`src/rtl/core/sed_pkg.sv`:
```
// Package for the string escape decoder: decoder modes and character codes.
// No dependencies; used by string_escape_decoder.
`default_nettype none

package sed_pkg;

  // Decoder mode for the byte stream.
  typedef enum logic [1:0] {
    MODE_PLAIN = 2'd0,
    MODE_ESC   = 2'd1,
    MODE_HEX   = 2'd2,
    MODE_SKIP  = 2'd3
  } mode_t;

  // Character codes.
  localparam logic [7:0] CH_BSLASH = 8'h5C;
  localparam logic [7:0] CH_LF     = 8'h0A;
  localparam logic [7:0] CH_CR     = 8'h0D;
  localparam logic [7:0] CH_TAB    = 8'h09;
  localparam logic [7:0] CH_SPACE  = 8'h20;
  localparam logic [7:0] CH_BS     = 8'h08;
  localparam logic [7:0] CH_FF     = 8'h0C;
  localparam logic [7:0] CH_N      = 8'h6E;
  localparam logic [7:0] CH_T      = 8'h74;
  localparam logic [7:0] CH_R      = 8'h72;
  localparam logic [7:0] CH_B      = 8'h62;
  localparam logic [7:0] CH_F      = 8'h66;
  localparam logic [7:0] CH_LOWER_U = 8'h75;
  localparam logic [7:0] CH_UPPER_U = 8'h55;

  // Number of hex digits for the short and long unicode escapes.
  localparam logic [3:0] HEX_SHORT = 4'd4;
  localparam logic [3:0] HEX_LONG  = 4'd8;

  // UTF-8 lead and continuation marks.
  localparam logic [7:0] UTF_CONT  = 8'h80;
  localparam logic [7:0] UTF_LEAD2 = 8'hC0;
  localparam logic [7:0] UTF_LEAD3 = 8'hE0;
  localparam logic [7:0] UTF_LEAD4 = 8'hF0;

  // Hex digit check and value.
  typedef struct packed {
    logic       ok;
    logic [3:0] value;
  } hex_t;

  function automatic hex_t hex_decode(input logic [7:0] c);
    hex_t h;
    h.ok    = 1'b1;
    h.value = 4'd0;
    if (c >= 8'h30 && c <= 8'h39) begin
      h.value = 4'(c - 8'h30);
    end else if (c >= 8'h61 && c <= 8'h66) begin
      h.value = 4'(c - 8'h57);
    end else if (c >= 8'h41 && c <= 8'h46) begin
      h.value = 4'(c - 8'h37);
    end else begin
      h.ok = 1'b0;
    end
    return h;
  endfunction

endpackage

`default_nettype wire

```
`src/rtl/core/string_escape_decoder.sv`:
```
// Top level of the string escape decoder: input register, escape decode,
// result bundle register and byte serializer. Depends on sed_pkg.
`default_nettype none

// The decoder takes the body of a basic quoted string one byte per
// transaction and returns the decoded bytes one per output transaction.
// An accepted byte is held in the input register, is decoded in a single
// pass into a bundle of up to four result bytes, and the bundle is sent out
// one result per cycle while out_stall is low; the bundle register sits
// behind the input register. A byte that yields k results holds the output
// port until all k are taken, so the block takes one byte per cycle while
// out_stall is low and each byte yields at most one result; behind a byte
// with more, the bundle register and its serializer hold the next byte.
// A byte that yields nothing gives no result, except the last byte of a
// string, which gives at least one, the last with string_end set.
module string_escape_decoder (
  input  wire logic       clk,
  input  wire logic       rst,
  input  wire logic       in_valid,
  output logic            in_stall,
  input  wire logic [7:0] raw_byte,
  input  wire logic       string_last,
  output logic            out_valid,
  input  wire logic       out_stall,
  output logic [7:0]      out_byte,
  output logic            byte_valid,
  output logic            run_last,
  output logic            string_end,
  output logic            bad_escape
);

  // Input register.
  logic       ir_valid;
  logic [7:0] ir_byte;
  logic       ir_last;

  // Decoder state.
  sed_pkg::mode_t mode, mode_next;
  logic [3:0]     left, left_next;
  logic [31:0]    acc, acc_next;
  logic           err, err_next;

  // Result bundle register.
  logic            bv;
  logic [3:0][7:0] bbytes;
  logic [1:0]      bcnt;
  logic [1:0]      bidx;
  logic            bhas;
  logic            bend;
  logic            berr;

  // Decode results for the byte in the input register.
  logic [3:0][7:0] emit;
  logic [2:0]      emit_n;
  sed_pkg::hex_t   hex;
  logic [31:0]     acc_shift;
  logic [3:0]      left_dec;

  logic take, take_final, bundle_free, advance, produce;

  assign take        = out_valid && !out_stall;
  assign take_final  = take && (bidx == bcnt);
  assign bundle_free = !bv || take_final;
  assign advance     = ir_valid && bundle_free;
  assign in_stall    = ir_valid && !advance;
  assign produce     = advance && (emit_n != 3'd0 || ir_last);

  assign hex       = sed_pkg::hex_decode(ir_byte);
  assign acc_shift = {acc[27:0], hex.value};
  assign left_dec  = left - 4'd1;

  // Input register load.
  always_ff @(posedge clk) begin
    if (rst) begin
      ir_valid <= 1'b0;
    end else if (in_valid && !in_stall) begin
      ir_valid <= 1'b1;
    end else if (advance) begin
      ir_valid <= 1'b0;
    end
    if (in_valid && !in_stall) begin
      ir_byte <= raw_byte;
      ir_last <= string_last;
    end
  end

  // Next decoder state.
  always_comb begin
    mode_next = mode;
    left_next = left;
    acc_next  = acc;
    err_next  = err;
    if (!err) begin
      case (mode)
        sed_pkg::MODE_ESC: begin
          mode_next = sed_pkg::MODE_PLAIN;
          if (ir_byte == sed_pkg::CH_LF) begin
            mode_next = sed_pkg::MODE_SKIP;
          end else if (ir_byte == sed_pkg::CH_LOWER_U ||
                       ir_byte == sed_pkg::CH_UPPER_U) begin
            mode_next = sed_pkg::MODE_HEX;
            left_next = (ir_byte == sed_pkg::CH_LOWER_U) ?
                        sed_pkg::HEX_SHORT : sed_pkg::HEX_LONG;
            acc_next  = 32'd0;
            if (ir_last) begin
              err_next = 1'b1;
            end
          end
        end
        sed_pkg::MODE_HEX: begin
          if (!hex.ok) begin
            err_next  = 1'b1;
            mode_next = sed_pkg::MODE_PLAIN;
          end else begin
            acc_next  = acc_shift;
            left_next = left_dec;
            if (left_dec == 4'd0) begin
              mode_next = sed_pkg::MODE_PLAIN;
            end else if (ir_last) begin
              err_next = 1'b1;
            end
          end
        end
        sed_pkg::MODE_SKIP: begin
          if (!(ir_byte == sed_pkg::CH_SPACE || ir_byte == sed_pkg::CH_TAB ||
                ir_byte == sed_pkg::CH_LF || ir_byte == sed_pkg::CH_CR)) begin
            mode_next = (ir_byte == sed_pkg::CH_BSLASH && !ir_last) ?
                        sed_pkg::MODE_ESC : sed_pkg::MODE_PLAIN;
          end
        end
        default: begin
          mode_next = (ir_byte == sed_pkg::CH_BSLASH && !ir_last) ?
                      sed_pkg::MODE_ESC : sed_pkg::MODE_PLAIN;
        end
      endcase
    end
  end

  // Bytes emitted for the byte in the input register.
  always_comb begin
    emit   = '0;
    emit_n = 3'd0;
    if (!err) begin
      case (mode)
        sed_pkg::MODE_ESC: begin
          emit_n = 3'd1;
          case (ir_byte)
            sed_pkg::CH_N:       emit[0] = sed_pkg::CH_LF;
            sed_pkg::CH_T:       emit[0] = sed_pkg::CH_TAB;
            sed_pkg::CH_R:       emit[0] = sed_pkg::CH_CR;
            sed_pkg::CH_B:       emit[0] = sed_pkg::CH_BS;
            sed_pkg::CH_F:       emit[0] = sed_pkg::CH_FF;
            sed_pkg::CH_LF,
            sed_pkg::CH_LOWER_U,
            sed_pkg::CH_UPPER_U: emit_n  = 3'd0;
            default:             emit[0] = ir_byte;
          endcase
        end
        sed_pkg::MODE_HEX: begin
          // Last hex digit completes the code point; encode it as UTF-8.
          if (hex.ok && left_dec == 4'd0) begin
            if (acc_shift[31:7] == 25'd0) begin
              emit_n  = 3'd1;
              emit[0] = acc_shift[7:0];
            end else if (acc_shift[31:11] == 21'd0) begin
              emit_n  = 3'd2;
              emit[0] = sed_pkg::UTF_LEAD2 | {3'd0, acc_shift[10:6]};
              emit[1] = sed_pkg::UTF_CONT | {2'd0, acc_shift[5:0]};
            end else if (acc_shift[31:16] == 16'd0) begin
              emit_n  = 3'd3;
              emit[0] = sed_pkg::UTF_LEAD3 | {4'd0, acc_shift[15:12]};
              emit[1] = sed_pkg::UTF_CONT | {2'd0, acc_shift[11:6]};
              emit[2] = sed_pkg::UTF_CONT | {2'd0, acc_shift[5:0]};
            end else begin
              emit_n  = 3'd4;
              emit[0] = sed_pkg::UTF_LEAD4 | acc_shift[25:18];
              emit[1] = sed_pkg::UTF_CONT | {2'd0, acc_shift[17:12]};
              emit[2] = sed_pkg::UTF_CONT | {2'd0, acc_shift[11:6]};
              emit[3] = sed_pkg::UTF_CONT | {2'd0, acc_shift[5:0]};
            end
          end
        end
        sed_pkg::MODE_SKIP: begin
          if (!(ir_byte == sed_pkg::CH_SPACE || ir_byte == sed_pkg::CH_TAB ||
                ir_byte == sed_pkg::CH_LF || ir_byte == sed_pkg::CH_CR) &&
              !(ir_byte == sed_pkg::CH_BSLASH && !ir_last)) begin
            emit_n  = 3'd1;
            emit[0] = ir_byte;
          end
        end
        default: begin
          if (!(ir_byte == sed_pkg::CH_BSLASH && !ir_last)) begin
            emit_n  = 3'd1;
            emit[0] = ir_byte;
          end
        end
      endcase
    end
  end

  // Decoder state update; the end of a string returns it to reset.
  always_ff @(posedge clk) begin
    if (rst) begin
      mode <= sed_pkg::MODE_PLAIN;
      left <= 4'd0;
      acc  <= 32'd0;
      err  <= 1'b0;
    end else if (advance) begin
      if (ir_last) begin
        mode <= sed_pkg::MODE_PLAIN;
        left <= 4'd0;
        acc  <= 32'd0;
        err  <= 1'b0;
      end else begin
        mode <= mode_next;
        left <= left_next;
        acc  <= acc_next;
        err  <= err_next;
      end
    end
  end

  // Bundle register and serializer index.
  always_ff @(posedge clk) begin
    if (rst) begin
      bv   <= 1'b0;
      bidx <= 2'd0;
    end else if (produce) begin
      bv   <= 1'b1;
      bidx <= 2'd0;
    end else if (take_final) begin
      bv   <= 1'b0;
    end else if (take) begin
      bidx <= bidx + 2'd1;
    end
    if (produce) begin
      bbytes <= emit;
      bcnt   <= (emit_n == 3'd0) ? 2'd0 : 2'(emit_n - 3'd1);
      bhas   <= (emit_n != 3'd0);
      bend   <= ir_last;
      berr   <= err_next;
    end
  end

  // Output fields of the current result.
  assign out_valid  = bv;
  assign byte_valid = bhas;
  assign out_byte   = bhas ? bbytes[bidx] : 8'd0;
  assign run_last   = (bidx == bcnt);
  assign string_end = bend && run_last;
  assign bad_escape = berr && bend && run_last;

endmodule

`default_nettype wire
```
`config.mk`:
```
export PLATFORM = sky130hd
export DESIGN_NAME = string_escape_decoder
export DESIGN_NICKNAME = d
export VERILOG_FILES = /design/src/rtl/core/sed_pkg.sv /design/src/rtl/core/string_escape_decoder.sv
export SDC_FILE = /design/constraint.sdc
export NUM_CORES = 1
export LEC_CHECK = 0
export BUFFER_PORTS_ARGS = -buffer_cell sky130_fd_sc_hd__buf_2
export CAP_MARGIN = 20
export CORE_UTILIZATION = 34
export CTS_BUF_LIST = sky130_fd_sc_hd__clkbuf_2
export CTS_CLUSTER_SIZE = 25
export DETAILED_ROUTE_END_ITERATION = 16
export PLACE_DENSITY_LB_ADDON = 0.1
export SLEW_MARGIN = 20
export SYNTH_ARGS = -nofsm -noshare
export SYNTH_HDL_FRONTEND = slang
export SYNTH_SLANG_ARGS = --single-unit
```
`constraint.sdc`:
```
create_clock -name clk -period 9.9 [get_ports clk]
set_input_delay 1.98 -clock clk [delete_from_list [all_inputs] [get_ports clk]]
set_output_delay 1.98 -clock clk [all_outputs]
set_load 0.02 [all_outputs]
```
==> metrics.cfg <==
[outcome]
status=complete, no violations

[route]
viasPerCell=5.544
dr.pass1.iters=5
finalWirelength_mm=12.54
drtIter0Drc=400
vias=3842
drc_errors=0
wl_per_cell_um=18.10
final_antenna_net_count=0

[cts]
cts_buffers=9
cts.sinks=82
clock_latency_ps=600
htreeDepth=3
holdBufCountCts=0
cts_root_buffer=clkbuf_2
clockBufferDepth=2
cts_tree=yes
cts_setup_buffers=0
clk_pin_slew_ps=220
ctsResizeCount=0

[layout]
drive_above_1_share_pct=19.37
fin_cells=693
nets=530
syn_to_final_growth_pct=6.358
finish.utilization_pct=36.94

[synth]
syn-instance-count=500
synthAdderAreaFrac_pct=2.866
yosysUniqueCellTypes=70
synthXorXnorAreaFrac_pct=1.094
synth-compound-area-share_pct=19.07
synth_seq_cells=82
synth_warnings=0
synth_top_flop_cell=edfxtp_1
ys_async_sr_fraction_pct=0
synth.avg_cell_area_um2=9.604
synth_edf_count=43
synth_top_family_by_area=simple AND/OR/NAND/NOR gates
synthMuxAreaShare_pct=3.283
syn-cell-area_um2=4802
seq_area_frac_synth_pct=43.15
synth_nets=524
synth-simple-area-share_pct=24.70

[floorplanning]
die-area_um2=14600
chipWidth_um=120.8
ios=27
core_area_um2=13830
start_util_pct=34.73
placementRows=43
die_y_um=120.8

[critical_path]
path_cells=buf_2, o31ai_1, nor2_1, buf_2
crit_type=input port to primary output
critPathCaptureType=primary output
max_stage_delay_ps=700
critPathBufInv=2
critPathMaxFanout=4
required_ps=7920
cp_common_cell=buf_2
cp.arrival_ps=3160
crit_slowest_cell=o31ai_1
critPathTopFamily=compound AO/OA/AOI/OAI gates
start_kind=input port

[sta]
relSlewSlack_pct=32.50
setup_viol=0
fin_crit_sh_pct=51.89
fin_crit_ps=5137
worst_pin_slew_ps=1011
fin_setup_tns_ps=0
skew_ps=32.12
max_freq_mhz=194.7
hold_viol_final=0
slew_violations=0
rsz0062_at_grt=no
hold_ws_ps=467.9

[placed_design]
port_buffers=26
dp.cells=674
finalWeightedCongestion=0.8944
dp_hpwl_mm=8.826

[global_route]
grt_use_total_pct=18.22
grt_max_degree=62
grt_pass1_wl_mm=20.16
antenna_found_initial=1
grt_pass1_vias=3651
gr-total-overflow=0

[pwr]
leakagePower_nw=1.717
p_comb_share_pct=9.0
p_switching_mw=0.1696
powerDensity_nw_per_um2=115.7
pwr-share-clk_pct=27.1
finalPower_mw=0.5907
swShare_pct=28.71
seqPwrFrac_pct=63.9
p_int_mw=0.4211
vdd_ir_drop_max_mv=0.04282

[run]
drv_cap=0

[hold_path]
hold_path_class=flip-flop to flip-flop

-- worst reg2reg max path, cell delays in order (launching register included) --
cell and delay [ps]:
edfxtp_1 660, inv_1 180, ha_1 350, nor3b_2 210, and4bb_2 400, o21ai_0 140, nor3_1 420, nand4_1 180
ha_1 230, nor2b_1 160, a21oi_4 450, buf_16 230
-- registers in the layout (all words and copies together) (netlist names), 2 cells and up --
register  flops
bidx          2
bcnt          2
acc          28
bbytes       29
left          4
ir_byte       8
mode          2
-- through the flow --
stage | area [um2] | setup WS, ps
after global placement | 4984 | 4849
after detailed placement | 4984 | 4802
after CTS | 5075 | 4794
after global routing | 5107 | 4718
after floorplan | 4802 | 5235
final | 5107 | 4763
-- per-layer routing --
layer	global-route usage (%)	part of all wire, %
met2	26.89	44
met5	0	0
met1	25.85	49
met3	2.736	4.7
met4	8.796	2.3
-- layout by cell type (no fill, tap or decap), types with 8 or more instances in the layout --
master    instances
edfxtp_1         43
clkbuf_2         10
o21ai_0          17
buf_2            26
nand3_1          21
a21oi_1          24
o21ai_1           8
nor3_1           14
nand4_1          10
dfxtp_1          39
nor2_1           33
o21ai_2          18
and2_1           13
nand2_1          53
inv_1            20
nor2b_1          11
nand3_2          18
ha_1             11
-- power by group through the flow --
stage | registers (mW) | clock network, mW | logic, mW
floorplan | 0.378 | 0 | 0.0414
global placement | 0.385 | 0 | 0.0510
detailed placement | 0.385 | 0 | 0.0513
CTS | 0.378 | 0.169 | 0.0515
global route | 0.379 | 0.181 | 0.0582
finish | 0.378 | 0.160 | 0.0532
-- layout make-up --
cell class / instances / area, um2
flip-flops and latches: 82 / 2072
multi-input cells: 364 / 2466
clock inverters: 6 / 41.29
fillers: 1379 / 8720
well taps: 180 / 225.2
clock buffers: 10 / 50.05
diodes: 2 / 5.005
repair buffers: 29 / 172.7
inverters: 20 / 75.07
-- kinds of logic (layout without fill, tap and decap cells) --
group,Yosys count,after routing
xor+xnor,6,6
buf+inv,54,65
mux,7,7
flops,82,82
simple gates,210,210
fa+ha+maj,11,11
other cells,0,2
compound gates,130,130
-- cell usage after synthesis, types with 7 or more instances --
cell,n,area (um2)
o21ai_1,8,40.04
nor2_1,33,123.9
nor3_1,15,75.07
a21oi_1,25,125.1
and2_1,13,81.33
clkbuf_1,18,67.56
dfxtp_1,39,780.8
o21ai_0,17,85.08
nand3_2,18,180.2
edfxtp_1,43,1291
o21ai_2,18,157.7
nand3_1,21,105.1
nand4_1,10,62.56
ha_1,11,137.6
nand2_1,53,198.9
nor2b_1,11,68.82
mux4_2,7,157.7
inv_1,20,75.07
-- path summary, 6_finish.rpt --
kind	start	endpoint	slack (ps)	cells after the start
setup / recovery	out_stall	in_stall	4760	4
hold / removal	acc[24]	acc[24]	470	2
setup reg to reg	ir_byte[0]	bbytes[18]	6010	11
hold reg to reg	acc[24]	acc[24]	470	2
(Power assumes the default switching activity.)
